`config.mk`:
```
export PLATFORM = sky130hd
export DESIGN_NAME = piecewise_linear_calibrator_unit
export DESIGN_NICKNAME = d
export VERILOG_FILES = /design/src/hdl/plc_pkg.sv /design/src/hdl/plc_divider.sv /design/src/hdl/piecewise_linear_calibrator_unit.sv
export VERILOG_INCLUDE_DIRS = /design/src /design/src/hdl
export SDC_FILE = /design/constraint.sdc
export NUM_CORES = 1
export LEC_CHECK = 0
export BUFFER_PORTS_ARGS = -buffer_cell sky130_fd_sc_hd__buf_2
export CAP_MARGIN = 30
export CORE_UTILIZATION = 59
export CTS_CLUSTER_SIZE = 25
export DETAILED_ROUTE_END_ITERATION = 16
export PLACE_DENSITY = 0.87
export SKIP_LAST_GASP = 1
export SLEW_MARGIN = 20
export SYNTH_ARGS = -nofsm -noshare
export SYNTH_HDL_FRONTEND = slang
export SYNTH_SLANG_ARGS = --single-unit
```
`constraint.sdc`:
```
create_clock -name clock -period 6.5 [get_ports clock]
set_clock_uncertainty 0.1 [all_clocks]
set_input_delay 0.975 -clock clock [delete_from_list [all_inputs] [get_ports clock]]
set_output_delay 0.975 -clock clock [all_outputs]
set_load 0.02 [all_outputs]
```
`src/hdl/piecewise_linear_calibrator_unit_defines.svh`:
```
// assertion macros for the calibrator
`ifndef PIECEWISE_LINEAR_CALIBRATOR_UNIT_DEFINES_SVH
`define PIECEWISE_LINEAR_CALIBRATOR_UNIT_DEFINES_SVH

`ifndef SYNTH
// checked only out of reset
`define PLC_ASSERT(lbl, prop, msg) \
   lbl: assert property (@(posedge clock) disable iff (reset) prop) else $error(msg);
// checked at every edge, reset included
`define PLC_ASSERT_ALWAYS(lbl, prop, msg) \
   lbl: assert property (@(posedge clock) prop) else $error(msg);
`else
`define PLC_ASSERT(lbl, prop, msg)
`define PLC_ASSERT_ALWAYS(lbl, prop, msg)
`endif

`endif

```
`src/hdl/plc_pkg.sv`:
```
package plc_pkg;

   localparam int BREAKPOINTS = 11;
   localparam int TABLE_CAP   = 32;
   localparam int POINTS      = (BREAKPOINTS < 2) ? 2 :
                                (BREAKPOINTS > TABLE_CAP) ? TABLE_CAP : BREAKPOINTS;
   localparam int TAB_AW      = $clog2(TABLE_CAP);
   localparam int IDX_W       = $clog2(POINTS);
   localparam int LAST_POINT  = POINTS - 1;
   localparam int LAST_SEG    = POINTS - 2;

   localparam int DATA_W = 16;
   localparam int DIFF_W = DATA_W + 1;
   localparam int PROD_W = 2 * DIFF_W;
   localparam int QUO_W  = DIFF_W;
   localparam int CNT_W  = $clog2(QUO_W);

   typedef struct packed {
      logic busy;
      logic done;
   } div_stat_type;

   // measured breakpoints, 0.01 degC
   function automatic logic signed [DATA_W-1:0] meas_at(input logic [TAB_AW-1:0] idx);
      logic signed [DATA_W-1:0] v;
      case (idx)
         5'd0:    v = 16'sd0;
         5'd1:    v = 16'sd1780;
         5'd2:    v = 16'sd2150;
         5'd3:    v = 16'sd2900;
         5'd4:    v = 16'sd4300;
         5'd5:    v = 16'sd4900;
         5'd6:    v = 16'sd5600;
         5'd7:    v = 16'sd6300;
         5'd8:    v = 16'sd7000;
         5'd9:    v = 16'sd7900;
         5'd10:   v = 16'sd10000;
         default: v = 16'sd0;
      endcase
      return v;
   endfunction

   // actual temperatures at the breakpoints, 0.01 degC
   function automatic logic signed [DATA_W-1:0] act_at(input logic [TAB_AW-1:0] idx);
      logic signed [DATA_W-1:0] v;
      case (idx)
         5'd0:    v = 16'sd0;
         5'd1:    v = 16'sd1640;
         5'd2:    v = 16'sd2070;
         5'd3:    v = 16'sd3100;
         5'd4:    v = 16'sd4350;
         5'd5:    v = 16'sd5080;
         5'd6:    v = 16'sd6050;
         5'd7:    v = 16'sd6500;
         5'd8:    v = 16'sd7120;
         5'd9:    v = 16'sd8150;
         5'd10:   v = 16'sd10000;
         default: v = 16'sd0;
      endcase
      return v;
   endfunction

endpackage

```
`src/hdl/plc_divider.sv`:
```
module plc_divider (
   input  logic                         clock,
   input  logic                         reset,
   input  logic                         start,
   input  logic [plc_pkg::PROD_W-1:0]   dividend,
   input  logic [plc_pkg::DIFF_W-1:0]   divisor,
   output logic [plc_pkg::QUO_W-1:0]    quotient,
   output plc_pkg::div_stat_type        stat
);
   import plc_pkg::*;

   logic                busy_ff, busy_in;
   logic                done_ff, done_in;
   logic [CNT_W-1:0]    cnt_ff, cnt_in;
   logic [DIFF_W-1:0]   rem_ff, rem_in;
   logic [QUO_W-1:0]    low_ff, low_in;
   logic [DIFF_W+1:0]   trial;
   logic                last_step;

   // shift in the next dividend bit and try the subtract
   assign trial     = {1'b0, rem_ff, low_ff[QUO_W-1]} - {2'b00, divisor};
   assign last_step = (cnt_ff == CNT_W'(QUO_W - 1));

   always_comb begin
      busy_in = busy_ff;
      done_in = 1'b0;
      cnt_in  = cnt_ff;
      rem_in  = rem_ff;
      low_in  = low_ff;
      if (start) begin
         // quotient fits QUO_W bits, so the upper dividend bits are below the divisor
         busy_in = 1'b1;
         cnt_in  = '0;
         rem_in  = dividend[PROD_W-1:QUO_W];
         low_in  = dividend[QUO_W-1:0];
      end else if (busy_ff) begin
         if (trial[DIFF_W+1]) begin
            rem_in = {rem_ff[DIFF_W-2:0], low_ff[QUO_W-1]};
            low_in = {low_ff[QUO_W-2:0], 1'b0};
         end else begin
            rem_in = trial[DIFF_W-1:0];
            low_in = {low_ff[QUO_W-2:0], 1'b1};
         end
         cnt_in = cnt_ff + CNT_W'(1);
         if (last_step) begin
            busy_in = 1'b0;
            done_in = 1'b1;
         end
      end
   end

   always_ff @(posedge clock) begin
      if (reset) begin
         busy_ff <= 1'b0;
         done_ff <= 1'b0;
         cnt_ff  <= '0;
      end else begin
         busy_ff <= busy_in;
         done_ff <= done_in;
         cnt_ff  <= cnt_in;
      end
      rem_ff <= rem_in;
      low_ff <= low_in;
   end

   assign quotient  = low_ff;
   assign stat.busy = busy_ff;
   assign stat.done = done_ff;

endmodule

```
`src/hdl/piecewise_linear_calibrator_unit.sv`:
```
// Piecewise linear temperature calibrator. Each req_ word carries one measured
// temperature (signed, 0.01 degC); each rsp_ word returns the calibrated value
// interpolated over a fixed table of measured/actual breakpoints, clamped to the
// end values outside the table. One word is worked on at a time: req_ready is
// high only while the sequencer is idle. The segment search compares one segment
// per cycle, and the shift-subtract divider retires one quotient bit per cycle.
// The next word can be accepted in the cycle after the result is written.
// A finished result sits in the rsp_ output register, so the next word can be
// accepted while the previous one waits to be taken.
`include "piecewise_linear_calibrator_unit_defines.svh"

module piecewise_linear_calibrator_unit (
   input  logic                                clock,
   input  logic                                reset,
   input  logic                                req_valid,
   output logic                                req_ready,
   input  logic signed [plc_pkg::DATA_W-1:0]   req_measured_temp,
   output logic                                rsp_valid,
   input  logic                                rsp_ready,
   output logic signed [plc_pkg::DATA_W-1:0]   rsp_calibrated_temp
);
   import plc_pkg::*;

   // sequencer states
   localparam logic [2:0] ST_IDLE   = 3'd0;
   localparam logic [2:0] ST_CHECK  = 3'd1;
   localparam logic [2:0] ST_SEARCH = 3'd2;
   localparam logic [2:0] ST_MUL    = 3'd3;
   localparam logic [2:0] ST_LOAD   = 3'd4;
   localparam logic [2:0] ST_DIV    = 3'd5;
   localparam logic [2:0] ST_FIN    = 3'd6;

   logic [2:0]                 state_ff, state_in;
   logic [IDX_W-1:0]           idx_ff, idx_in;
   logic signed [DATA_W-1:0]   x_ff, x_in;
   logic signed [DATA_W-1:0]   a0_ff, a0_in;
   logic signed [DIFF_W-1:0]   da_ff, da_in;
   logic signed [DIFF_W-1:0]   dxoff_ff, dxoff_in;
   logic [DIFF_W-1:0]          dx_ff, dx_in;
   logic signed [PROD_W-1:0]   prod_ff, prod_in;
   logic signed [DATA_W-1:0]   result_ff, result_in;
   logic                       rsp_valid_ff, rsp_valid_in;
   logic signed [DATA_W-1:0]   rsp_temp_ff, rsp_temp_in;

   logic                       req_accept;
   logic [TAB_AW-1:0]          seg_lo, seg_hi;
   logic signed [DATA_W-1:0]   m0, m1, a1;
   logic signed [DIFF_W-1:0]   seg_dx;
   logic                       in_seg;
   logic [PROD_W-1:0]          prod_mag;
   logic                       prod_neg;
   logic signed [DIFF_W:0]     quo_signed;
   logic signed [DIFF_W:0]     sum;
   logic signed [DATA_W-1:0]   sum_sat;
   logic                       div_start;
   logic [QUO_W-1:0]           quotient;
   div_stat_type               div_stat;

   assign req_ready  = (state_ff == ST_IDLE);
   assign req_accept = req_valid && req_ready;

   // one segment of the table under test
   assign seg_lo = TAB_AW'(idx_ff);
   assign seg_hi = seg_lo + TAB_AW'(1);
   assign m0     = meas_at(seg_lo);
   assign m1     = meas_at(seg_hi);
   assign a1     = act_at(seg_hi);
   assign seg_dx = DIFF_W'(m1) - DIFF_W'(m0);
   assign in_seg = (x_ff >= m0) && (x_ff <= m1);

   // divider sees the magnitude, sign is restored afterwards
   assign prod_neg  = prod_ff[PROD_W-1];
   assign prod_mag  = prod_neg ? PROD_W'(-prod_ff) : PROD_W'(prod_ff);
   assign div_start = (state_ff == ST_LOAD);

   plc_divider u_div (
      .clock    (clock),
      .reset    (reset),
      .start    (div_start),
      .dividend (prod_mag),
      .divisor  (dx_ff),
      .quotient (quotient),
      .stat     (div_stat)
   );

   // truncating quotient, then offset and saturate
   assign quo_signed = prod_neg ? -$signed({1'b0, quotient}) : $signed({1'b0, quotient});
   assign sum        = (DIFF_W+1)'(a0_ff) + quo_signed;
   always_comb begin
      if (sum > (DIFF_W+1)'(32767)) begin
         sum_sat = 16'sh7fff;
      end else if (sum < -(DIFF_W+1)'(32768)) begin
         sum_sat = 16'sh8000;
      end else begin
         sum_sat = sum[DATA_W-1:0];
      end
   end

   always_comb begin
      state_in     = state_ff;
      idx_in       = idx_ff;
      x_in         = x_ff;
      a0_in        = a0_ff;
      da_in        = da_ff;
      dxoff_in     = dxoff_ff;
      dx_in        = dx_ff;
      prod_in      = prod_ff;
      result_in    = result_ff;
      rsp_valid_in = rsp_valid_ff;
      rsp_temp_in  = rsp_temp_ff;

      if (rsp_valid_ff && rsp_ready) begin
         rsp_valid_in = 1'b0;
      end

      case (state_ff)
         ST_IDLE: begin
            if (req_accept) begin
               x_in     = req_measured_temp;
               state_in = ST_CHECK;
            end
         end
         ST_CHECK: begin
            // clamp below the first and above the last breakpoint
            if (x_ff <= meas_at(TAB_AW'(0))) begin
               result_in = act_at(TAB_AW'(0));
               state_in  = ST_FIN;
            end else if (x_ff >= meas_at(TAB_AW'(LAST_POINT))) begin
               result_in = act_at(TAB_AW'(LAST_POINT));
               state_in  = ST_FIN;
            end else begin
               idx_in   = '0;
               state_in = ST_SEARCH;
            end
         end
         ST_SEARCH: begin
            if (in_seg) begin
               a0_in    = act_at(seg_lo);
               da_in    = DIFF_W'(a1) - DIFF_W'(act_at(seg_lo));
               dxoff_in = DIFF_W'(x_ff) - DIFF_W'(m0);
               dx_in    = seg_dx;
               if (seg_dx <= 0) begin
                  // zero-width segment gives the left actual value
                  result_in = act_at(seg_lo);
                  state_in  = ST_FIN;
               end else begin
                  state_in = ST_MUL;
               end
            end else if (idx_ff == IDX_W'(LAST_SEG)) begin
               // no segment matched
               result_in = act_at(TAB_AW'(LAST_POINT));
               state_in  = ST_FIN;
            end else begin
               idx_in = idx_ff + IDX_W'(1);
            end
         end
         ST_MUL: begin
            prod_in  = da_ff * dxoff_ff;
            state_in = ST_LOAD;
         end
         ST_LOAD: begin
            state_in = ST_DIV;
         end
         ST_DIV: begin
            if (div_stat.done) begin
               result_in = sum_sat;
               state_in  = ST_FIN;
            end
         end
         ST_FIN: begin
            // hold until the output register is free
            if (!rsp_valid_ff || rsp_ready) begin
               rsp_valid_in = 1'b1;
               rsp_temp_in  = result_ff;
               state_in     = ST_IDLE;
            end
         end
         default: begin
            state_in = ST_IDLE;
         end
      endcase
   end

   always_ff @(posedge clock) begin
      if (reset) begin
         state_ff     <= ST_IDLE;
         rsp_valid_ff <= 1'b0;
      end else begin
         state_ff     <= state_in;
         rsp_valid_ff <= rsp_valid_in;
      end
      idx_ff      <= idx_in;
      x_ff        <= x_in;
      a0_ff       <= a0_in;
      da_ff       <= da_in;
      dxoff_ff    <= dxoff_in;
      dx_ff       <= dx_in;
      prod_ff     <= prod_in;
      result_ff   <= result_in;
      rsp_temp_ff <= rsp_temp_in;
   end

   assign rsp_valid           = rsp_valid_ff;
   assign rsp_calibrated_temp = rsp_temp_ff;

   // an accepted word keeps the block busy on the next cycle
   `PLC_ASSERT(a_busy_after_accept, req_accept |=> !req_ready, "ready right after accept")
   // divider finishes only while the sequencer waits for it
   `PLC_ASSERT(a_div_done_in_div, div_stat.done |-> (state_ff == ST_DIV), "stray divide done")
   // a new result appears only out of the finish state
   `PLC_ASSERT(a_rsp_from_fin, $rose(rsp_valid_ff) |-> ($past(state_ff) == ST_FIN),
      "result without finish")
   // the divider never runs while the sequencer is idle
   `PLC_ASSERT_ALWAYS(a_div_idle, (state_ff == ST_IDLE) |-> !div_stat.busy,
      "divider busy while idle")

endmodule
```
# Word level (Yosys, flattened, before mapping)
# Memories as Yosys holds them, arrays and structs flattened. A register that Yosys moved wholly into a read port is not among the register bits.
# Index checks and enable logic that the tools add are counted.
dict set report totals {
  romBits 1248
  wordCells 121
  out_inout_bits 18
  in_bits 20
  register_bits 198
  mem_count 6
}
# memory depth width rd rd_clocked_by_memory_dff wr line
set mem_list {}
lappend mem_list {{(name not given)} 16 13 1 1 0 plc_pkg.sv:46} ;# case (idx)
lappend mem_list {{(name not given)} 16 13 1 1 0 plc_pkg.sv:46}
lappend mem_list {{(name not given)} 16 13 1 1 0 plc_pkg.sv:46}
lappend mem_list {{(name not given)} 16 13 1 0 0 plc_pkg.sv:46}
lappend mem_list {{(name not given)} 16 13 1 0 0 plc_pkg.sv:26} ;# case (idx)
lappend mem_list {{(name not given)} 16 13 1 1 0 plc_pkg.sv:26}
dict set report classes {
  n_reduce_logical 17
  mux 45
  bitwise_logic 1
  n_mul 1
  add_sub_neg 10
  magnitude_cmp 7
  n_eq_ne 18
}
# operator count
set op_table {}
lappend op_table {{2-to-1 mux 16 bit} 12}
lappend op_table {{2-to-1 mux 17 bit} 5}
lappend op_table {{subtractor 16 x 16 -> 17 bit} 3}
lappend op_table {{one-hot mux 16 bit (3 select lines)} 1}
lappend op_table {{multiplier 17 x 17 -> 34 bit} 1}
lappend op_table {{2-to-1 mux 34 bit} 1}
lappend op_table {{negation 34 bit} 1}
lappend op_table {{2-to-1 mux 4 bit} 7}
lappend op_table {{2-to-1 mux 3 bit} 8}
lappend op_table {{one-hot mux 3 bit (7 select lines)} 1}
lappend op_table {{subtractor 18 x 17 -> 19 bit} 1}
lappend op_table {{adder 16 x 18 -> 18 bit} 1}
lappend op_table {{> comparator 18 x 16 -> 1 bit, second input constant} 1}
lappend op_table {{< comparator 18 x 16 -> 1 bit, second input constant} 1}
lappend op_table {{2-to-1 mux 18 bit} 1}
lappend op_table {{negation 17 -> 18 bit} 1}
lappend op_table {{<= comparator 17 x 1 -> 1 bit, second input constant} 1}
lappend op_table {{>= comparator 16 x 15 -> 1 bit, second input constant} 1}
lappend op_table {{>= comparator 16 bit} 1}
lappend op_table {{<= comparator 16 x 1 -> 1 bit, second input constant} 1}
lappend op_table {{<= comparator 16 bit} 1}
lappend op_table {{!= test 2 bit, second input constant} 5}
lappend op_table {{AND reduction 5 bit} 2}
lappend op_table {{== test 3 bit, second input constant} 3}
lappend op_table {{22 further kinds} 38}

# Longest topological paths before layout
dict set report logic_depth {
  depth_word 8
  depth_mapped 26
  ltp_nobuf 24
}

# Hierarchy
# Synthesis repeated with hierarchy kept, for this count alone.
dict set report unflattened {
  hier_cells 2499
  hier_area_um2 24115.6
}
# module seq_area_each_um2 cells_per_inst area_per_inst_um2 n_inst
set by_module_without_submodules {}
lappend by_module_without_submodules {piecewise_linear_calibrator_unit 4954.8 2215 21262.9 1}
lappend by_module_without_submodules {plc_divider 1161.1 284 2852.7 1}

# Worst setup path after synthesis
# No wires, ideal clock.
dict set report synth_path {
  kind {flip-flop to flip-flop}
  start {register idx_ff[2]}
  end {register m0[8] (netlist name)}
  required_ns 6.263
  period_less_slack_ns 6.993
  path_buffers 3
  setup_ns 0.137
  stages_incl_launch_ff 22
  slack_ns -0.493
  t_arrival_ns 6.756
  path_cell_list {edfxtp_1 clkbuf_1 inv_1 ha_1 clkbuf_1 nor2b_1 a21oi_1 o21a_1 or2_2 ha_1 nand4_1 or4_1 or4_1 o21ai_1 o211a_1 clkbuf_1 o21ai_0 o21ai_1 inv_1 ha_1 mux2i_1 o22ai_1}
}
dict set report synth_between {
  elab_chain_cells 8
  elab_cells_between_ends 14
  classes_between {add/sub: 2; order compare: 1; eq/ne: 3; mux: 5; reduce/logical: 2; memory: 1}
}
# element line
set synth_lines {}
lappend synth_lines {{start: declaration} piecewise_linear_calibrator_unit.sv:34} ;# logic [IDX_W-1:0] idx_ff, idx_in;
lappend synth_lines {{start signal: assignment} piecewise_linear_calibrator_unit.sv:192} ;# idx_ff <= idx_in;
lappend synth_lines {{adder 4 x 1 -> 5 bit} piecewise_linear_calibrator_unit.sv:64} ;# assign seg_hi = seg_lo + TAB_AW'(1);
lappend synth_lines {{memory read (16 x 13 bit)} --}
lappend synth_lines {{2-to-1 mux 16 bit} plc_pkg.sv:26}
lappend synth_lines {{<= comparator 16 bit} piecewise_linear_calibrator_unit.sv:69} ;# assign in_seg = (x_ff >= m0) && (x_ff <= m1);
lappend synth_lines {{logical AND 1 bit} piecewise_linear_calibrator_unit.sv:69}
lappend synth_lines {{!= test 2 bit (no line)} --}
lappend synth_lines {{AND reduction 5 bit (no line)} --}
lappend synth_lines {{2-to-1 mux 4 bit (no line) *} --}
# Every way passes the cells marked *; elsewhere a longest branch is shown, timed or not. The select of a mux whose other input is x is not followed.
# A chain may end at the register's enable or synchronous reset.

# Final worst setup path
dict set report layout_path {
  start {register dxoff_ff[5]}
  end {register prod_ff[33] (data pin)}
}
dict set report layout_between {
  elab_chain_cells 1
}
# element line
set layout_lines {}
lappend layout_lines {{start: declaration} piecewise_linear_calibrator_unit.sv:38} ;# logic signed [DIFF_W-1:0] dxoff_ff, dxoff_in;
lappend layout_lines {{start signal: assignment} piecewise_linear_calibrator_unit.sv:196} ;# dxoff_ff <= dxoff_in;
lappend layout_lines {{multiplier 17 x 17 -> 34 bit} piecewise_linear_calibrator_unit.sv:158} ;# prod_in = da_ff * dxoff_ff;
lappend layout_lines {{end signal: assignment} piecewise_linear_calibrator_unit.sv:198} ;# prod_ff <= prod_in;
lappend layout_lines {{end: declaration} piecewise_linear_calibrator_unit.sv:40} ;# logic signed [PROD_W-1:0] prod_ff, prod_in;
# No other way between the ends.

==> impl_metrics.prom <==
# TYPE chip_impl_metric gauge
chip_impl_info{name="run_status",value="finished, violations left"} 1
chip_impl_info{name="failing_checks",value="negative setup slack"} 1
chip_impl_metric{name="hold_violations",unit=""} 0
chip_impl_metric{name="n_antenna_cell",unit=""} 0
chip_impl_metric{name="ys_ff_latch",unit=""} 215
chip_impl_metric{name="synth.yosys.seq_area_share",unit=""} 0.260
chip_impl_metric{name="grt_first_pass_wirelength",unit="um"} 97100
chip_impl_metric{name="total_switching_power",unit="mW"} 7.29
chip_impl_metric{name="switching_share",unit=""} 0.470
chip_impl_metric{name="crit_path_max_incr_delay",unit="ns"} 0.54
chip_impl_metric{name="drive_gt1_frac",unit=""} 0.116
chip_impl_metric{name="cts.reportedPaths.clkPinSlew",unit="ns"} 0.06
chip_impl_metric{name="drt_iter0_drc",unit=""} 1648
chip_impl_info{name="timing.critical_path.max_delay_family",value="adder cells"} 1
chip_impl_metric{name="power_frac_clock",unit=""} 0.103
chip_impl_metric{name="netlist_instances",unit=""} 2452
chip_impl_info{name="worstHoldStart",value="result_ff[8]$_DFFE_PP_"} 1
chip_impl_metric{name="number_of_global_route_vias_before_repair",unit=""} 19100
chip_impl_metric{name="grtUsageTotal",unit=""} 0.301
chip_impl_metric{name="time_the_worst_path_needs_with_i_o_delays_and_setup",unit="ns"} 6.54
chip_impl_metric{name="setup_violations",unit=""} 1
chip_impl_metric{name="dr_total_vias",unit=""} 18400
chip_impl_metric{name="io_buffer_count",unit=""} 37
chip_impl_metric{name="tritonroute_pass_1_iters",unit=""} 7
chip_impl_metric{name="route.final.wire_length",unit="um"} 60600
chip_impl_info{name="root_buffer",value="clkbuf_16"} 1
chip_impl_metric{name="worst-path-max-fanout",unit=""} 3
chip_impl_info{name="highest_delay_cell_along_the_critical_path",value="fa_1"} 1
chip_impl_info{name="startpoint_type",value="flip-flop"} 1
chip_impl_metric{name="clock.fmax",unit="MHz"} 153
chip_impl_info{name="worstReg2RegStart",value="dxoff_ff[5]$_DFFE_PP_"} 1
chip_impl_metric{name="combPwrFrac",unit=""} 0.719
chip_impl_metric{name="drv.max_cap_violation_count",unit=""} 0
chip_impl_metric{name="total_number_of_clock_tree_sinks",unit=""} 215
chip_impl_metric{name="final.period_utilization",unit=""} 1.01
chip_impl_metric{name="fin_tns_setup",unit="ns"} -0.0372
chip_impl_metric{name="powerDensity",unit="mW/mm^2"} 586
chip_impl_info{name="grt_setup_unrepaired",value="yes"} 1
chip_impl_metric{name="combined_buffer_and_inverter_count_along_the_critical_path",unit=""} 6
chip_impl_metric{name="worst_slew_margin_rel",unit=""} 0.363
chip_impl_metric{name="floorplan.die.width",unit="um"} 202
chip_impl_info{name="worst_path_most_repeated_cell",value="fa_1"} 1
chip_impl_metric{name="synth-edff-count",unit=""} 181
chip_impl_metric{name="top_level_ports",unit=""} 38
chip_impl_metric{name="grt_start_max_net_pins",unit=""} 71
chip_impl_info{name="worstHoldEndpoint",value="rsp_calibrated_temp[8]$_DFFE_PP_"} 1
chip_impl_metric{name="seq_power_share",unit=""} 0.177
chip_impl_metric{name="n_fill_cell",unit=""} 2835
chip_impl_metric{name="starting_density_of_the_core",unit=""} 0.604
chip_impl_metric{name="globalRoute.totalOverflow",unit=""} 0
chip_impl_metric{name="max-vdd-ir-drop",unit="mV"} 0.567
chip_impl_info{name="yosys_most_used_dff",value="edfxtp_1"} 1
chip_impl_metric{name="worstMarginPinSlew",unit="ns"} 0.956
chip_impl_metric{name="ys_warn_count",unit=""} 0
chip_impl_metric{name="design.die.area",unit="mm^2"} 0.0407
chip_impl_metric{name="placementRows",unit=""} 72
chip_impl_metric{name="synth.cell_area",unit="mm^2"} 0.0235
chip_impl_metric{name="syn_nets",unit=""} 2945
chip_impl_info{name="worstReg2RegEnd",value="prod_ff[33]$_DFFE_PP_"} 1
chip_impl_metric{name="finalNetCount",unit=""} 3079
chip_impl_metric{name="synthToLayoutAreaGrowth",unit="%"} 12.4
chip_impl_metric{name="vias_per_cell",unit=""} 5.89
chip_impl_metric{name="power.internal",unit="mW"} 8.23
chip_impl_metric{name="drt-wirelength-per-cell",unit="um"} 19.4
chip_impl_metric{name="gp_routability_congestion",unit=""} 1.00
chip_impl_metric{name="worst_endpoint_required_time",unit="ns"} 6.70
chip_impl_metric{name="place.detailed.hpwl",unit="um"} 47400
chip_impl_metric{name="die-height",unit="um"} 202
chip_impl_info{name="endpoint_kind",value="flip-flop"} 1
chip_impl_info{name="crit_chain",value="and2_4 > fa_1 > inv_1 > fa_1 > inv_2 > fa_1 > inv_2 > fa_1 > inv_1 > fa_1 > inv_1 > fa_1 > inv_2 > ha_4 > a41o_1 > a21oi_2 > nor2b_4 > a21oi_2 > o21ai_2 > o21ai_2 > or4b_4 > a31o_4 > a21oi_2 > xnor2_1"} 1
chip_impl_info{name="holdCritPathClass",value="flip-flop to flip-flop"} 1
chip_impl_metric{name="placeableCoreArea",unit="mm^2"} 0.0390
chip_impl_metric{name="avgSynthCellArea",unit="um^2"} 9.60
chip_impl_metric{name="fin_ws",unit="ns"} -0.0372
chip_impl_metric{name="critPathArrivalTime",unit="ns"} 6.73
chip_impl_metric{name="final_number_of_max_transition_violations",unit=""} 0
chip_impl_metric{name="worst-r2r-setup-slack",unit="ns"} -0.04
chip_impl_metric{name="antenna_violating_nets_post_route",unit=""} 0
chip_impl_metric{name="r2r.worst_path.cells",unit=""} 24
chip_impl_metric{name="drc",unit=""} 0
chip_impl_metric{name="number_of_hold_buffers_added_after_cts",unit=""} 0
chip_impl_metric{name="min_path_cells",unit=""} 0
chip_impl_metric{name="numCtsBuffers",unit=""} 26
chip_impl_metric{name="grt_antenna_before_repair",unit=""} 0
chip_impl_metric{name="clk-insertion-delay-late",unit="ns"} 0.55
chip_impl_info{name="critPathLaunch",value="dxoff_ff[5]$_DFFE_PP_"} 1
chip_impl_metric{name="htree_levels",unit=""} 1
chip_impl_info{name="path_class",value="flip-flop to flip-flop"} 1
chip_impl_info{name="tritoncts",value="built"} 1
chip_impl_metric{name="cts-root-to-sink-buffers",unit=""} 3
chip_impl_metric{name="worst_hold_slack_after_final_layout",unit="ns"} 0.319
chip_impl_metric{name="power.static_leakage",unit="nW"} 12.2
chip_impl_metric{name="synth_async_sr_flop_share",unit=""} 0
chip_impl_metric{name="yosys_cell_types",unit=""} 83
## worst max path at each step
stage	cells after the start	slack (ns)	end
6_report	24	-0.04	prod_ff[33]$_DFFE_PP_
2_1_floorplan	26	0.01	prod_ff[33]$_DFFE_PP_
5_1_grt	24	-0.21	prod_ff[33]$_DFFE_PP_
3_3_place_gp	24	-0.13	prod_ff[33]$_DFFE_PP_
3_5_place_dp	24	-0.21	prod_ff[33]$_DFFE_PP_
4_1_cts	23	-0.02	prod_ff[33]$_DFFE_PP_
## power groups by stage
stage / combinational, mW / clock, mW / sequential (mW)
after floorplan: 7.19 / 0 / 2.62
after global placement: 9.71 / 0 / 2.75
after detailed placement: 10.1 / 0 / 2.76
after CTS: 10.4 / 1.61 / 2.74
after global routing: 12.3 / 1.66 / 2.78
final: 11.2 / 1.60 / 2.75
## timing repair
action                     4_1_cts  5_1_grt
setup buffers                    5       14
setup endpoints to repair        4        6
resized for setup               17       51
pin swaps                        4       46
## per-layer routing
metal / global-route usage / routed length (um) / vias up
met1: 0.384 / 23000 / 9061
met4: 0.137 / 3160 / 0
met5: 0 / 0 / -
met2: 0.505 / 29700 / 874
li1: - / - / 8277
met3: 0.0469 / 4710 / 197
## worst reg2reg max path, stage by stage (launching register included)
cell      delay (ns)
edfxtp_1        0.48
and2_4          0.22
fa_1            0.53
inv_1           0.06
fa_1            0.50
inv_2           0.04
fa_1            0.52
inv_2           0.05
fa_1            0.54
inv_1           0.06
fa_1            0.48
inv_1           0.05
fa_1            0.50
inv_2           0.05
ha_4            0.23
a41o_1          0.18
a21oi_2         0.13
nor2b_4         0.17
a21oi_2         0.08
o21ai_2         0.27
o21ai_2         0.11
or4b_4          0.50
a31o_4          0.25
a21oi_2         0.13
xnor2_1         0.07
## per-stage QoR
stage / cell area [um^2] / utilization / setup WS (ns) / total power [mW] / cells
2_1_floorplan: 23600 / - / 0.0130 / 9.81 / 2452
3_3_place_gp: 25100 / 0.643 / -0.130 / 12.5 / 3055
3_5_place_dp: 25100 / 0.643 / -0.208 / 12.9 / 3056
4_1_cts: 26100 / 0.670 / -0.0155 / 14.7 / 3108
5_1_grt: 26500 / 0.679 / -0.211 / 16.7 / 3123
6_report: 26500 / 0.679 / -0.0372 / 15.5 / 3123
## layout make-up
class                      instances  area [um^2]  share of cell area
timing repair buffer             184         1360              0.0515
multi-input combinational       1716        15700               0.594
clock inverter                    20          268              0.0101
sequential                       215         6120               0.231
tap                              518          648              0.0245
inverter                         443         1670              0.0629
clock buffer                      27          676              0.0255
## flip-flops by register name, summed over array words and instances, names as in the netlist, 3 cells and up, named ones only
register,cells
idx_ff,4
dx_ff,16
prod_ff,33
result_ff,16
da_ff,16
u_div.cnt_ff,5
m0,13
a0_ff,13
rsp_calibrated_temp,16
dxoff_ff,17
x_ff,16
u_div.rem_ff,17
u_div.quotient,17
state_ff,3
## cell usage after synthesis (29+ instances only)
cell      instances  share of area
nor3_1           29         0.0062
nand2_1         253          0.040
xnor2_1          98          0.036
a21oi_1          92          0.020
fa_1            287           0.24
ha_1            186          0.099
nor2_1          113          0.018
edfxtp_1        181           0.23
dfxtp_1          34          0.029
inv_1           443          0.071
and2_1          141          0.037
clkbuf_1         71          0.011
xor2_1           43          0.016
o21ai_0          92          0.020
## logic make-up (layout without fill, tap and decap cells)
group                    count (synthesis)  after routing  share of synthesized area
AND/OR/NAND/NOR                        693            693                      0.145
XOR/XNOR                               142            142                     0.0531
adder cells (fa/ha/maj)                473            473                      0.343
flip-flops                             215            215                      0.260
multiplexers                            13             13                    0.00558
AO/OA/AOI/OAI                          395            395                      0.110
buffers and inverters                  521            674                     0.0835
## cells in the final DEF (no fill, tap or decap), types with 17 or more instances in the layout
cell type,count
xnor2_1,98
ha_1,174
inv_1,437
o21ai_1,19
edfxtp_1,181
o31ai_1,17
buf_4,132
o21ai_0,91
nand2b_1,18
clkbuf_16,27
buf_2,37
o21a_1,21
a21o_1,27
nand2_1,252
xor2_1,43
nor2_1,112
fa_1,279
nor3_1,28
nor2b_1,21
nand3_1,25
a21oi_1,82
and2_1,137
dfxtp_1,34
No activity file was read; power rests on OpenSTA's default activity.
